--- config.mk ---
export PLATFORM = sky130hd
export DESIGN_NAME = running_median_filter_flat
export DESIGN_NICKNAME = d
export VERILOG_FILES = /design/src/rmf_pkg.sv /design/src/rmf_in_if.sv /design/src/rmf_out_if.sv /design/src/running_median_filter.sv /design/src/flat_wrapper.sv
export SDC_FILE = /design/constraint.sdc
export NUM_CORES = 1
export LEC_CHECK = 0
export ABC_AREA = 1
export BUFFER_PORTS_ARGS = -buffer_cell sky130_fd_sc_hd__buf_2
export CAP_MARGIN = 20
export CORE_ASPECT_RATIO = 1.75
export CORE_UTILIZATION = 50
export DETAILED_ROUTE_END_ITERATION = 16
export GPL_ROUTABILITY_DRIVEN = 0
export HOLD_SLACK_MARGIN = 0.05
export PLACE_DENSITY = 0.67
export SYNTH_ARGS = -nofsm -noshare
export SYNTH_HDL_FRONTEND = slang
export SYNTH_SLANG_ARGS = --single-unit
--- constraint.sdc ---
create_clock -name clk -period 5.95 [get_ports clk]
set_clock_uncertainty 0.1 [all_clocks]
set_input_delay 0.2975 -clock clk [delete_from_list [all_inputs] [get_ports clk]]
set_output_delay 0.2975 -clock clk [all_outputs]
set_load 0.01 [all_outputs]
--- src/rmf_pkg.sv ---
package rmf_pkg;

  // sample and result width
  localparam int SAMPLE_W = 24;

  typedef logic signed [SAMPLE_W-1:0] sample_t;

  // item actions
  localparam logic ACT_PUSH  = 1'b0;
  localparam logic ACT_CLEAR = 1'b1;

  // sequencer states
  typedef enum logic [1:0] {
    ST_IDLE,
    ST_LOAD,
    ST_RUN
  } state_t;

endpackage

--- src/rmf_in_if.sv ---
interface rmf_in_if import rmf_pkg::*; ();
  logic    valid;
  logic    ready;
  logic    action;
  sample_t sample;

  modport source (output valid, output action, output sample, input ready);
  modport sink   (input valid, input action, input sample, output ready);
endinterface

--- src/rmf_out_if.sv ---
interface rmf_out_if import rmf_pkg::*; ();
  logic    valid;
  logic    ready;
  sample_t median;

  modport source (output valid, output median, input ready);
  modport sink   (input valid, input median, output ready);
endinterface

--- src/running_median_filter.sv ---
// Running median over the last WINDOW signed 24-bit samples. A push beat stores
// its sample (the oldest one drops out once the window is full) and yields one
// median beat: the element at rank count/2 of the held samples, which is the
// upper median while the window is still filling. A clear beat empties the
// window and yields nothing. A push is ranked by a single shared
// signed comparator that takes one candidate per pass and tests it against the
// other held samples one per cycle unless a stalled output holds the last step;
// a push with n held samples takes a load step and at most n passes before the
// block is ready again. The input is not ready meanwhile; a finished median
// waits in the output register while the next beat is taken.
module running_median_filter import rmf_pkg::*; #(
  parameter int WINDOW = 5
) (
  input  logic      clk,
  input  logic      rst,
  rmf_in_if.sink    samples,
  rmf_out_if.source medians
);

  localparam int CW = $clog2(WINDOW + 1);
  localparam int IW = $clog2(WINDOW);

  state_t state, state_next;

  sample_t         store [WINDOW];
  logic [CW-1:0]   fill;
  sample_t         work [WINDOW];
  sample_t         cand;
  logic [CW-1:0]   n;
  logic [IW-1:0]   t;
  logic [IW-1:0]   i;
  logic [IW-1:0]   cnt;
  logic            out_valid;
  sample_t         out_median;

  logic            in_acc;
  logic            push_acc;
  logic            clear_acc;
  logic            lt;
  logic [IW-1:0]   rank;
  logic            last;
  logic            found;
  sample_t         hit_val;
  logic            stall;
  logic            adv;
  logic            rotate;

  // handshake
  assign samples.ready  = (state == ST_IDLE);
  assign in_acc         = samples.valid && samples.ready;
  assign push_acc       = in_acc && (samples.action == ACT_PUSH);
  assign clear_acc      = in_acc && (samples.action == ACT_CLEAR);
  assign medians.valid  = out_valid;
  assign medians.median = out_median;

  // shared compare step: ties ordered by original entry index
  always_comb begin
    lt = 1'b0;
    if (t != '0) begin
      lt = (work[0] < cand) ||
           ((work[0] == cand) && (CW'(t) >= (n - CW'(i))));
    end
    rank    = cnt + IW'(lt);
    last    = (CW'(t) == (n - CW'(1)));
    found   = last && (CW'(rank) == (n >> 1));
    hit_val = (t == '0) ? work[0] : cand;
    stall   = found && out_valid && !medians.ready;
    adv     = (state == ST_RUN) && !stall;
    rotate  = adv && !last;
  end

  // next state
  always_comb begin
    state_next = state;
    case (state)
      ST_IDLE: begin
        if (push_acc) state_next = ST_LOAD;
      end
      ST_LOAD: state_next = ST_RUN;
      ST_RUN: begin
        if (adv && found) state_next = ST_IDLE;
      end
      default: state_next = ST_IDLE;
    endcase
  end

  always_ff @(posedge clk) begin
    if (rst) state <= ST_IDLE;
    else     state <= state_next;
  end

  // fill count
  always_ff @(posedge clk) begin
    if (rst || clear_acc) begin
      fill <= '0;
    end else if (push_acc && (fill != CW'(WINDOW))) begin
      fill <= fill + CW'(1);
    end
  end

  // window store and working copy, one entry each
  for (genvar k = 0; k < WINDOW; k++) begin : g_entry
    if (k < WINDOW - 1) begin : g_mid
      always_ff @(posedge clk) begin
        if (push_acc) begin
          if (fill == CW'(WINDOW))  store[k] <= store[k+1];
          else if (fill == CW'(k))  store[k] <= samples.sample;
        end
      end
      always_ff @(posedge clk) begin
        if (state == ST_LOAD) begin
          work[k] <= store[k];
        end else if (rotate) begin
          if (CW'(k) < (n - CW'(1)))       work[k] <= work[k+1];
          else if (CW'(k) == (n - CW'(1))) work[k] <= work[0];
        end
      end
    end else begin : g_top
      always_ff @(posedge clk) begin
        if (push_acc && (fill >= CW'(WINDOW - 1))) begin
          store[k] <= samples.sample;
        end
      end
      always_ff @(posedge clk) begin
        if (state == ST_LOAD) begin
          work[k] <= store[k];
        end else if (rotate && (n == CW'(WINDOW))) begin
          work[k] <= work[0];
        end
      end
    end
  end

  // pass and step counters
  always_ff @(posedge clk) begin
    if (state == ST_LOAD) begin
      n   <= fill;
      t   <= '0;
      i   <= '0;
      cnt <= '0;
    end else if (adv) begin
      if (t == '0) cand <= work[0];
      if (last) begin
        t   <= '0;
        cnt <= '0;
        i   <= (i == '0) ? IW'(n - CW'(1)) : i - IW'(1);
      end else begin
        t   <= t + IW'(1);
        cnt <= rank;
      end
    end
  end

  // output register
  always_ff @(posedge clk) begin
    if (rst) begin
      out_valid <= 1'b0;
    end else if (adv && found) begin
      out_valid <= 1'b1;
    end else if (medians.ready) begin
      out_valid <= 1'b0;
    end
  end

  always_ff @(posedge clk) begin
    if (adv && found) out_median <= hit_val;
  end

endmodule

--- src/flat_wrapper.sv ---
// flat-port wrapper written by rule: the top's interface ports become plain ports
module running_median_filter_flat import rmf_pkg::*;
#(
  parameter int WINDOW = 5
)
  (clk, rst, samples_valid, samples_action, samples_sample, samples_ready, medians_valid, medians_median, medians_ready);
  rmf_in_if samples_i ();
  rmf_out_if medians_i ();
  input  logic clk;
  input  logic rst;
  input wire logic [$bits(samples_i.valid)-1:0] samples_valid;
  input wire logic [$bits(samples_i.action)-1:0] samples_action;
  input wire logic [$bits(samples_i.sample)-1:0] samples_sample;
  output wire logic [$bits(samples_i.ready)-1:0] samples_ready;
  output wire logic [$bits(medians_i.valid)-1:0] medians_valid;
  output wire logic [$bits(medians_i.median)-1:0] medians_median;
  input wire logic [$bits(medians_i.ready)-1:0] medians_ready;
  assign samples_i.valid = samples_valid;
  assign samples_i.action = samples_action;
  assign samples_i.sample = samples_sample;
  assign samples_ready = samples_i.ready;
  assign medians_valid = medians_i.valid;
  assign medians_median = medians_i.median;
  assign medians_i.ready = medians_ready;
  running_median_filter #(.WINDOW(WINDOW)) u_core (.clk(clk), .rst(rst), .samples(samples_i), .medians(medians_i));
endmodule
[Word level (Yosys, flattened, before mapping)]
Memory sizes are Yosys's and may differ from the RTL's.
Cells that the tools add are included.
Cells by class
  reductions and logical operators: 28
  mux-type cells: 85
  add/subtract/negate cells: 6
  bitwise logic cells: 15
  magnitude comparators: 7
  equal/unequal tests: 16
Operator list (number)
  $mux W24: 14
  $mux W1: 65
  $eq A24 B24 Y1: 1
  $lt A24 B24 Y1: 1
  $logic_and A1 B1 Y1: 13
  $or A1 B1 Y1: 13
  $logic_not A3 Y1: 4
  $mux W3: 3
  $add A3 B1 Y3 const B: 2
  $eq A2 B3 Y1 const A: 2
  $eq A3 B2 Y1 const B: 2
  $eq A3 B3 Y1 const B: 2
  $lt A1 B3 Y1 const A: 2
  $lt A2 B3 Y1 const A: 2
  $pmux W2 S3: 1
  $reduce_and A2 Y1: 3
  $sub A3 B1 Y3 const B: 2
  $mux W2: 2
  $ne A2 B2 Y1 const B: 2
  $add A3 B1 Y3: 1
  $eq A1 B3 Y1 const A: 1
  $eq A3 B1 Y1 const B: 1
  $eq A3 B2 Y1: 1
  $eq A3 B3 Y1: 1
  other kinds (12): 16
Storage, ports and cells
  memories kept: 2
  bits of input ports: 29
  bits in writable memories: 240
  logic and storage cells: 168
  register bits after elaboration: 66
Memory list
  u_core.store: words 5, width 24, read ports 5, clocked after Yosys merged registers in 0, wr ports 5, RTL line running_median_filter.sv:25  | sample_t store [WINDOW];
  u_core.work: words 5, width 24, read ports 5, clocked after Yosys merged registers in 0, wr ports 5, RTL line running_median_filter.sv:27  | sample_t work [WINDOW];

[Depth between registers and ports, before layout]
Gate-level depths: netlist of run 1.
  depth in word-level cells: 18
  depth in mapped cells: 25
  mapped depth without buffers: 25

[Least setup slack after synthesis of run 1]
Ideal clock, no wire load.
  path kind: register to register
  from: register u_core.n[0]
  to: register u_core.out_median[0] (netlist: u_core.medians.median[0]) (enable)
  library setup time: 0.379 ns
  buffers on the path: 0
  cell stages (with the launch flop): 23
  arrival: 3.705 ns
  path slack: 1.767 ns
  cells stage by stage: edfxtp_1 -> inv_2 -> ha_1 -> fa_1 -> xnor2_1 -> xor2_1 -> ha_1 -> a21oi_1 -> o211ai_1 -> nand4_1 -> nand3_1 -> nand2_1 -> inv_1 -> ha_1 -> ha_1 -> xnor2_1 -> nand3_1 -> inv_1 -> nand2_1 -> nand3_2 -> inv_2 -> nand2_1 -> inv_1
On the way
  word-level cells in the longest chain between the ends: 13
Ends and longest elaborated chain
  from (decl): RTL line running_median_filter.sv:29  | logic [CW-1:0] n;
  from (signal assigned): RTL line running_median_filter.sv:137  | n <= fill;
  $sub A3 B3 Y3: RTL line running_median_filter.sv:61  | ((work[0] == cand) && (CW'(t) >= (n - CW'(i))));
  $ge A3 B3 Y1: RTL line running_median_filter.sv:61
  $logic_and A1 B1 Y1: RTL line running_median_filter.sv:61
  $logic_or A1 B1 Y1: RTL line running_median_filter.sv:60  | lt = (work[0] < cand) ||
  $mux W1: RTL line running_median_filter.sv:59  | if (t != '0) begin
  $add A3 B1 Y3: RTL line running_median_filter.sv:63  | rank = cnt + IW'(lt);
  $eq A3 B2 Y1: RTL line running_median_filter.sv:65  | found = last && (CW'(rank) == (n >> 1));
  $logic_and A1 B1 Y1 *: RTL line running_median_filter.sv:65
  $logic_and A1 B1 Y1 (2 in series): RTL line running_median_filter.sv:67  | stall = found && out_valid && !medians.ready;
  $logic_not A1 Y1: RTL line running_median_filter.sv:68  | adv = (state == ST_RUN) && !stall;
  $logic_and A1 B1 Y1: RTL line running_median_filter.sv:68
  $logic_and A1 B1 Y1 *: RTL line running_median_filter.sv:166  | if (adv && found) out_median <= hit_val;
  to (signal assigned): RTL line running_median_filter.sv:166
  to (decl): RTL line running_median_filter.sv:34  | sample_t out_median;
Mark *: on every way between the ends. The rest lies on a longest branch, timed or not.
A chain may end at the register's enable or synchronous reset.

[Worst setup path in the final report of run 1]
  from: register u_core.n[0]
  to: register u_core.out_median[6] (netlist: u_core.medians.median[6]) (enable)
Same word-level chain as after synthesis.

==> flow_metrics.env, run 1 <==
export IMPL_leakage_nw=6.27
export IMPL_drtIter0Drc=695
export IMPL_numPortBuffers=54
export IMPL_final_design_area_no_fill_um2=16100
export IMPL_hold_violations=0
export IMPL_yosysMostFrequentCell="nand2_1"
export IMPL_seq_area_frac_synth=0.625
export IMPL_hold_end="u_core.fill[0]"
export IMPL_cpLargestDelayFamily="adder cells"
export IMPL_worstHoldPathType="in -> reg"
export IMPL_grt_pass1_wl_um=52400
export IMPL_power_density_nw_per_um2=302
export IMPL_path_max_fanout=24
export IMPL_dr_pass1_iters=6
export IMPL_slowest_delay_ns=0.64
export IMPL_cts_buffer_depth=3
export IMPL_synth_top_area_frac=0.605
export IMPL_cp_num_cells=22
export IMPL_yosysTopAreaCell="edfxtp_1"
export IMPL_rows=82
export IMPL_rsz0062_at_grt="false"
export IMPL_start_util=0.507
export IMPL_synth_cell_types=40
export IMPL_ys_flop_type="edfxtp_1"
export IMPL_r2r_start="u_core.n[0]"
export IMPL_slew_viol_final=0
export IMPL_min_path_cells=4
export IMPL_fmax_mhz=209
export IMPL_postRouteWirelength_um=34100
export IMPL_cts_max_level=1
export IMPL_worstMarginPinSlew_ns=1.09
export IMPL_syn_nets=1439
export IMPL_start_kind="flip-flop"
export IMPL_setup_violations_final=0
export IMPL_drc=0
export IMPL_diodes=0
export IMPL_required_ns=6.03
export IMPL_min_from="samples_valid"
export IMPL_area_growth_pct=11.5
export IMPL_via_per_inst=5.55
export IMPL_synthTopCellsByArea="edfxtp_1, nand2_1, o21ai_0"
export IMPL_max_slew_margin=0.269
export IMPL_io_pins=55
export IMPL_placed_area_um2=14900
export IMPL_nNetsFinal=1496
export IMPL_cpMaxStageDelayCell="inv_1"
export IMPL_crit_type="reg -> reg"
export IMPL_clk_pin_slew_ns=0.06
export IMPL_ir_drop_v=0.000245
export IMPL_dp_hpwl_um=21100
export IMPL_synth_area_um2=14500
export IMPL_synth_cells=1366
export IMPL_end_kind="flip-flop"
export IMPL_vias=10100
export IMPL_fp_dieH_um=227
export IMPL_synth_seq_cells=306
export IMPL_drive_gt1_frac=0.104
export IMPL_fp_dieArea_um2=29600
export IMPL_post_route_period_util=0.805
export IMPL_maxCapViolCount=0
export IMPL_cts_root_buffer="clkbuf_16"
export IMPL_cts_buffers=28
export IMPL_cts_tree="done"
export IMPL_cp_num_buf_inv=5
export IMPL_core_um2=28500
export IMPL_synth_avg_cell_area_um2=10.6
export IMPL_grt_pass1_vias=9791
export IMPL_antenna_found_initial=0
export IMPL_clock_sinks=306
export IMPL_synth_commonest_cells="nand2_1, edfxtp_1, inv_1"
export IMPL_finalCriticalPeriod_ns=4.79
export IMPL_path_common_cell="ha_1"
export IMPL_tns_ns=0
export IMPL_grt_max_degree=50
export IMPL_die_w_um=131
export IMPL_synth_async_sr_flop_share=0
export IMPL_status="complete, no violations"
export IMPL_clock_latency_ns=0.56
export IMPL_crit_chain="inv_2 -> ha_1 -> fa_1 -> xnor2_1 -> xor2_1 -> ha_1 -> a21oi_1 -> o211ai_1 -> nand4_1 -> nand3_1 -> nand2_1 -> inv_1 -> ha_1 -> ha_1 -> xnor2_1 -> nand3_1 -> inv_1 -> nand2_1 -> nand3_2 -> inv_2 -> nand2_1 -> inv_1"
export IMPL_post_cts_buffers=0
export IMPL_critPathArrivalTime_ns=4.87
export IMPL_synth_edf_count=291
export IMPL_postRouteAntennaNets=0
export IMPL_yosysWarnings=0
export IMPL_ff2ff_path_depth=22
export IMPL_wire_per_inst_um=18.7
export IMPL_reg2reg_to="u_core.medians.median[6]"
export IMPL_ff2ff_setup_slack_ns=1.16
export IMPL_grt_overflow=0
export IMPL_grt_usage=0.237
[cells in the final DEF (no fill, tap or decap), types with 2 or more instances in the layout]
cell type      instances
bufinv_16              3
mux2_1                13
o21ai_4                2
nor2_2                 5
nand2_2                3
nand3_1               13
clkinv_2               2
nand3_4                3
dlygate4sd3_1         28
clkbuf_1              10
o21ai_0              132
xnor2_1                5
dfxtp_1               15
nor3_1                 2
nor2_1                87
mux2_2                11
a21o_1                 2
clkbuf_16             29
a31oi_1               48
ha_1                  43
a21oi_1               44
nand4_1               52
nor2_4                 5
buf_4                 19
edfxtp_1             291
nand2_1              335
buf_2                 54
clkinv_1               9
inv_2                  8
nand3_2                2
o21ai_1               22
inv_1                138
[through the flow]
step | util | setup slack [ns] | hold WS (ns) | power, W | instances
final | 0.565 | 1.16 | 0.0803 | 0.00487 | 1823
after global routing | 0.565 | 0.730 | 0.137 | 0.00504 | 1823
after CTS | 0.565 | 1.13 | 0.0649 | 0.00490 | 1823
after detailed placement | 0.524 | 1.14 | 0.367 | 0.00311 | 1743
after global placement | 0.524 | 1.18 | 0.361 | 0.00310 | 1743
after floorplan | - | 1.77 | 0.267 | 0.00294 | 1366
[routing by layer]
metal	vias to the layer above	global-route usage	part of all wire
met3	84	0.0252	0.052
li1	4826	-	-
met4	0	0.105	0.038
met5	-	0	0
met2	377	0.451	0.55
met1	4837	0.260	0.36
[where the power goes]
part           switching, W  total (W)  internal [W]
Clock              0.000770    0.00179       0.00102
Combinational      0.000372   0.000532      0.000160
Sequential        0.0000525    0.00255       0.00249
Total               0.00120    0.00487       0.00367
[cells by family after synthesis]
family                     synth area share
buffers and inverters                0.0687
muxes                                0.0187
and+or+nand+nor                       0.150
adders and majority gates            0.0386
xor gates and xnor gates            0.00476
DFF                                   0.625
AOI/OAI and AO/OA                    0.0938
[flip-flops by register name, summed over array words and instances (netlist names)]
name / cells
u_core.state: 2
u_core.fill: 3
u_core.cnt: 3
u_core.medians.median: 24
u_core.cand: 24
u_core.t: 3
u_core.store: 120
u_core.i: 3
u_core.n: 3
u_core.work: 120
u_core.medians.valid: 1
[worst max-delay path by stage]
stage / start / end / slack (ns)
after floorplan: u_core.n[0] / u_core.medians.median[0] / 1.77
after global placement: u_core.n[0] / u_core.medians.median[7] / 1.18
after detailed placement: u_core.n[0] / u_core.medians.median[8] / 1.14
after CTS: u_core.n[0] / u_core.medians.median[12] / 1.13
after global routing: u_core.n[0] / u_core.medians.median[12] / 0.73
final: u_core.n[0] / u_core.medians.median[6] / 1.16
[final cells by class]
| class | count | area [um2] |
|---|---|---|
| inverter | 148 | 556 |
| clock buffer | 39 | 763 |
| fill | 2530 | 12400 |
| multi-input combinational | 838 | 4460 |
| timing repair buffer | 101 | 693 |
| tap | 378 | 473 |
| clock inverter | 13 | 134 |
| sequential | 306 | 9040 |
[tightest hold or removal path, delay by kind of cell]
kind	cells	cell delay [ns]
compound gates	2	0.22
buf+inv	1	0.09
simple gates	1	0.08
[what timing repair did]
action                    CTS  global route
gates resized for setup     0             0
hold endpoints to repair  117             0
hold buffers               28             0
Note: power is estimated with default switching activity, not from simulation.
==> run 2: changes to the inputs <==
Settings changed: ABC_AREA 1 to 0, PLACE_DENSITY 0.67 to 0.69.
Clock period 5.95 ns to 4.33 ns, I/O delays scaled along.
==> run 2 against run 1 <==
- non-clock buffer count increased by 21
- largest power group unchanged
- clock power grew 37%
- combinational power is 20% higher
- synthesized cell count fell by 24%
- maximum frequency grew 17%
- power increased by 35%
- first-iteration DRC count fell by 25%
- hold slack better by 0.26 ns
- global-route usage is 2.2 points lower
- cell count shrank 16%
- register-to-register slack worse by 0.92 ns
- clock-buffer cell count is 7 lower
==> flow_metrics.env, run 2 <==
export IMPL_status="complete, no violations"
export IMPL_synth_avg_cell_area_um2=13.5
export IMPL_cp_num_buf_inv=2
export IMPL_yosysWarnings=0
export IMPL_dp_hpwl_um=19900
export IMPL_synthTopCellsByArea="edfxtp_1, mux2_2, ha_1"
export IMPL_grt_overflow=0
export IMPL_ff2ff_path_depth=19
export IMPL_grt_usage=0.215
export IMPL_fp_dieArea_um2=28600
export IMPL_required_ns=4.49
export IMPL_die_w_um=128
export IMPL_vias=8427
export IMPL_drc=0
export IMPL_start_kind="flip-flop"
export IMPL_start_util=0.511
export IMPL_cts_tree="done"
export IMPL_synth_cells=1033
export IMPL_nFillCells=2184
export IMPL_power_density_nw_per_um2=409
export IMPL_critPathArrivalTime_ns=4.25
export IMPL_cpMaxStageDelayCell="fa_2"
export IMPL_tns_ns=0
export IMPL_post_route_period_util=0.945
export IMPL_drive_gt1_frac=0.259
export IMPL_max_slew_margin=0.388
export IMPL_clock_sinks=306
export IMPL_cts_buffers=28
export IMPL_antenna_found_initial=0
export IMPL_area_growth_pct=15.0
export IMPL_crit_chain="inv_1 -> ha_1 -> fa_2 -> xnor2_2 -> xnor2_1 -> ha_1 -> nand2_1 -> o21ai_2 -> nand4_1 -> o311ai_0 -> mux2i_1 -> nor3_1 -> ha_1 -> ha_1 -> xnor2_1 -> nand4_1 -> nor3b_4 -> and4_4 -> clkbuf_16"
export IMPL_cts_root_buffer="clkbuf_16"
export IMPL_finalCriticalPeriod_ns=4.09
export IMPL_nNetsFinal=1210
export IMPL_synth_seq_cells=306
export IMPL_wire_per_inst_um=19.7
export IMPL_slew_viol_final=0
export IMPL_layout_commonest_cell="edfxtp_1"
export IMPL_core_um2=27300
export IMPL_synth_top_area_frac=0.626
export IMPL_synth_cell_types=45
export IMPL_grt_pass1_wl_um=46300
export IMPL_numPortBuffers=54
export IMPL_dr_pass1_iters=5
export IMPL_grt_max_degree=50
export IMPL_via_per_inst=5.52
export IMPL_path_common_cell="ha_1"
export IMPL_yosysTopAreaCell="edfxtp_1"
export IMPL_ir_drop_v=0.000296
export IMPL_min_path_cells=2
export IMPL_worstHoldPathType="in -> reg"
export IMPL_cts_buffer_depth=3
export IMPL_synth_area_um2=14000
export IMPL_postRouteWirelength_um=30100
export IMPL_hold_slack_ns=0.341
export IMPL_diodes=0
export IMPL_rows=80
export IMPL_yosysMostFrequentCell="edfxtp_1"
export IMPL_fmax_mhz=244
export IMPL_io_pins=55
export IMPL_synth_async_sr_flop_share=0
export IMPL_synth_edf_count=291
export IMPL_leakage_nw=6.04
export IMPL_setup_violations_final=0
export IMPL_reg_largest_list="u_core.store: 120 flops, u_core.work: 120 flops"
export IMPL_postRouteAntennaNets=0
export IMPL_hold_violations=0
export IMPL_syn_nets=1106
export IMPL_path_max_fanout=12
export IMPL_clock_latency_ns=0.55
export IMPL_drtIter0Drc=520
export IMPL_cpLargestDelayFamily="adder cells"
export IMPL_layout_common_cells="edfxtp_1, mux2_2, nand2_1"
export IMPL_seq_area_frac_synth=0.648
export IMPL_crit_type="reg -> reg"
export IMPL_cp_num_cells=19
export IMPL_worstMarginPinSlew_ns=0.918
export IMPL_ff2ff_setup_slack_ns=0.24
export IMPL_slowest_delay_ns=0.36
export IMPL_maxCapViolCount=0
export IMPL_grt_pass1_vias=8690
export IMPL_synth_commonest_cells="edfxtp_1, mux2_2, nand2_1"
export IMPL_ys_flop_type="edfxtp_1"
export IMPL_clk_pin_slew_ns=0.07
export IMPL_end_kind="flip-flop"
export IMPL_fp_dieH_um=223
export IMPL_cts_max_level=1
-- run 2: logic make-up after synthesis --
| kind of cell | Yosys count | synth area share |
|---|---|---|
| compound gates | 140 | 0.0589 |
| xor+xnor | 11 | 0.00789 |
| fa+ha+maj | 44 | 0.0400 |
| buf+inv | 88 | 0.0280 |
| flops | 306 | 0.648 |
| mux | 174 | 0.138 |
| simple gates | 270 | 0.0797 |
-- run 2: worst reg2reg max path, delay by kind of cell, from the launching register on --
family / cells / cell delay (ns)
mux: 1 / 0.12
compound gates: 2 / 0.27
flops: 1 / 0.35
simple gates: 6 / 0.98
buf+inv: 2 / 0.25
fa+ha+maj: 5 / 1.29
xor+xnor: 3 / 0.43
-- run 2: final cells by class --
type	count	area, um2	area share
flip-flops and latches	306	9040	0.563
multi-input cells	639	4590	0.286
repair buffers	122	906	0.0564
clock buffers	32	737	0.0459
well taps	369	462	0.0288
clock inverters	18	160	0.00998
inverters	40	150	0.00936
-- run 2: routing by layer --
layer	part of all wire	up-vias	GRT usage
met3	0.026	72	0.0194
met4	0.041	0	0.100
met2	0.56	203	0.416
met1	0.37	4131	0.229
li1	-	4021	-
met5	0	-	0
-- run 2: worst paths after layout --
path | endpoint | startpoint
setup / recovery | u_core.medians.median[12] | u_core.n[0]
hold reg to reg | u_core.i[2] | u_core.i[2]
setup reg to reg | u_core.medians.median[12] | u_core.n[0]
hold / removal | u_core.store[0][106] | samples_sample[10]
-- run 2: metrics by stage --
step / power, W / std cells / utilization / cell area [um2] / setup WS [ns]
2_1_floorplan: 0.00395 / 1033 / - / 14000 / -0.0526
3_3_place_gp: 0.00414 / 1446 / 0.542 / 14800 / 0.144
3_5_place_dp: 0.00416 / 1446 / 0.542 / 14800 / 0.115
4_1_cts: 0.00660 / 1524 / 0.585 / 16000 / 0.0869
5_1_grt: 0.00680 / 1526 / 0.587 / 16000 / -0.00275
6_report: 0.00657 / 1526 / 0.587 / 16000 / 0.238
-- run 2: timing repair --
action,4_1_cts,5_1_grt
hold buffers,28,0
gates resized for setup,0,7
setup buffers,0,1
endpoints found under the setup margin,0,52
endpoints found under the hold margin,126,0
-- run 2: where the power goes --
part,switching [W],internal [W],leakage (nW)
sequential,0.0000660,0.00341,2.78
clock,0.00105,0.00139,0.446
combinational,0.000399,0.000242,2.82
==> run 3: changes to the inputs <==
Settings changed: CELL_PAD_IN_SITES_DETAIL_PLACEMENT set to 0, CELL_PAD_IN_SITES_GLOBAL_PLACEMENT set to 1, CORE_UTILIZATION 50 to 47, PLACE_DENSITY 0.69 to unset, PLACE_DENSITY_LB_ADDON set to 0.1.
==> run 3 against run 2 <==
- sequential share of layout area is 0.15 points lower
- clock power hardly changed
- setup slack worse by 0.048 ns
- clock-buffer cell count is 10 higher
- critical path depth stayed put
- global-route usage is 1.2 points higher
- power is 0.91% higher
- combinational power is 5.6% higher
- hold slack worse by 0.23 ns
- die area is 6.3% higher
- sequential power hardly changed
- register-to-register slack worse by 0.05 ns
- critical path type unchanged
- highest routed layer unchanged
==> flow_metrics.env, run 3 (synthesis gave the netlist of run 2 again) <==
export IMPL_cp_endpoint="u_core.medians.median[18]"
export IMPL_grt_pass1_vias=8712
export IMPL_fp_dieArea_um2=30400
export IMPL_clk_pin_slew_ns=0.06
export IMPL_nFillCells=2532
export IMPL_ff2ff_path_depth=19
export IMPL_end_kind="flip-flop"
export IMPL_final_cells=1544
export IMPL_nNetsFinal=1214
export IMPL_diodes=0
export IMPL_die_w_um=132
export IMPL_reg2reg_to="u_core.medians.median[18]"
export IMPL_fp_dieH_um=230
export IMPL_cts_root_buffer="clkbuf_16"
export IMPL_worstMarginPinSlew_ns=0.876
export IMPL_final_design_area_no_fill_um2=16100
export IMPL_slew_viol_final=0
export IMPL_io_pins=55
export IMPL_placed_area_um2=14900
export IMPL_path_max_fanout=13
export IMPL_area_growth_pct=15.3
export IMPL_clock_sinks=306
export IMPL_cts_buffers=29
export IMPL_cts_tree="done"
export IMPL_crit_type="reg -> reg"
export IMPL_via_per_inst=5.47
export IMPL_required_ns=4.50
export IMPL_setup_violations_final=0
export IMPL_drive_gt1_frac=0.257
export IMPL_max_slew_margin=0.415
export IMPL_power_density_nw_per_um2=412
export IMPL_layout_common_cells="edfxtp_1, mux2_2, nand2_1"
export IMPL_status="complete, no violations"
export IMPL_ir_drop_v=0.000348
export IMPL_drtIter0Drc=476
export IMPL_dp_hpwl_um=21800
export IMPL_layout_commonest_cell="edfxtp_1"
export IMPL_postRouteAntennaNets=0
export IMPL_finalCriticalPeriod_ns=4.14
export IMPL_rsz0062_at_grt="false"
export IMPL_vias=8443
export IMPL_core_um2=29300
export IMPL_grt_overflow=0
export IMPL_wire_per_inst_um=21.7
export IMPL_reg_largest_list="u_core.store: 120 flops, u_core.work: 120 flops"
export IMPL_ff2ff_setup_slack_ns=0.19
export IMPL_clock_latency_ns=0.56
export IMPL_grt_max_degree=49
export IMPL_place_ws_ns=0.0741
export IMPL_grt_usage=0.228
export IMPL_fmax_mhz=242
export IMPL_numPortBuffers=54
export IMPL_r2r_start="u_core.n[0]"
export IMPL_post_route_period_util=0.956
export IMPL_start_util=0.477
export IMPL_worstHoldPathType="in -> reg"
export IMPL_fin_ws_ns=0.190
export IMPL_cp_startpoint="u_core.n[0]"
export IMPL_postRouteWirelength_um=33500
export IMPL_rows=83
export IMPL_dr_pass1_iters=4
export IMPL_antenna_found_initial=0
export IMPL_dp_cells=1463
export IMPL_grt_pass1_wl_um=51100
export IMPL_hold_violations=0
export IMPL_start_kind="flip-flop"
export IMPL_cts_buffer_depth=3
export IMPL_cts_max_level=1
export IMPL_post_cts_buffers=0
export IMPL_drc=0
export IMPL_critPathArrivalTime_ns=4.31
export IMPL_leakage_nw=6.05
export IMPL_maxCapViolCount=0
-- run 3: through the flow --
stage               setup TNS [ns]  total power [W]  utilization  hold WS (ns)
global route                     0          0.00689        0.549         0.133
CTS                              0          0.00669        0.548        0.0914
floorplan                    -1.26          0.00395            -         0.188
global placement                 0          0.00419        0.508         0.354
finish                           0          0.00662        0.549         0.112
detailed placement               0          0.00420        0.508         0.355
-- run 3: worst min-delay path by stage --
stage	startpoint	endpoint	slack, ns	depth (start not counted)
after floorplan	rst	u_core.state[1]	0.19	1
after global placement	samples_sample[11]	u_core.store[0][107]	0.35	1
after detailed placement	samples_sample[11]	u_core.store[0][107]	0.36	1
after CTS	samples_valid	u_core.fill[0]	0.09	5
after global routing	samples_valid	u_core.fill[1]	0.13	5
final	samples_valid	u_core.fill[0]	0.11	5
-- run 3: timing repair --
item	4_1_cts	5_1_grt
hold buffers	28	0
setup endpoints to repair	0	52
endpoints found under the hold margin	126	0
resized for setup	0	6
-- run 3: critical path, stage by stage, from the launching register on --
cell	delay (ns)
edfxtp_1	0.35
inv_1	0.06
ha_1	0.19
fa_1	0.38
xnor2_1	0.15
xnor2_1	0.15
ha_1	0.32
a21oi_2	0.14
o21ai_2	0.08
nand4_1	0.11
o311ai_0	0.15
mux2i_1	0.16
nor3_1	0.06
ha_1	0.19
ha_1	0.32
xnor2_2	0.15
nand4_1	0.12
nor3b_4	0.21
and4_4	0.29
clkbuf_16	0.18
-- run 3: power breakdown --
group	internal [W]	switching (W)	total (W)
clock	0.00139	0.00108	0.00247
sequential	0.00341	0.0000672	0.00348
combinational	0.000248	0.000429	0.000677
-- run 3: final cells by class --
class / count / area [um2] / area share
timing repair buffer: 125 / 928 / 0.0577
clock buffer: 42 / 795 / 0.0494
inverter: 40 / 150 / 0.00933
sequential: 306 / 9040 / 0.562
multi-input combinational: 639 / 4600 / 0.286
tap: 382 / 478 / 0.0297
clock inverter: 10 / 97.6 / 0.00606
-- run 3: per-layer routing --
layer  part of all wire  wire [um]  vias up  GRT usage
li1                   -          -     4021          -
met1               0.38      12700     4188      0.254
met2               0.55      18600      169      0.439
met3              0.034       1130       65     0.0223
met4              0.034       1150        0     0.0876
met5                  0          0        -          0
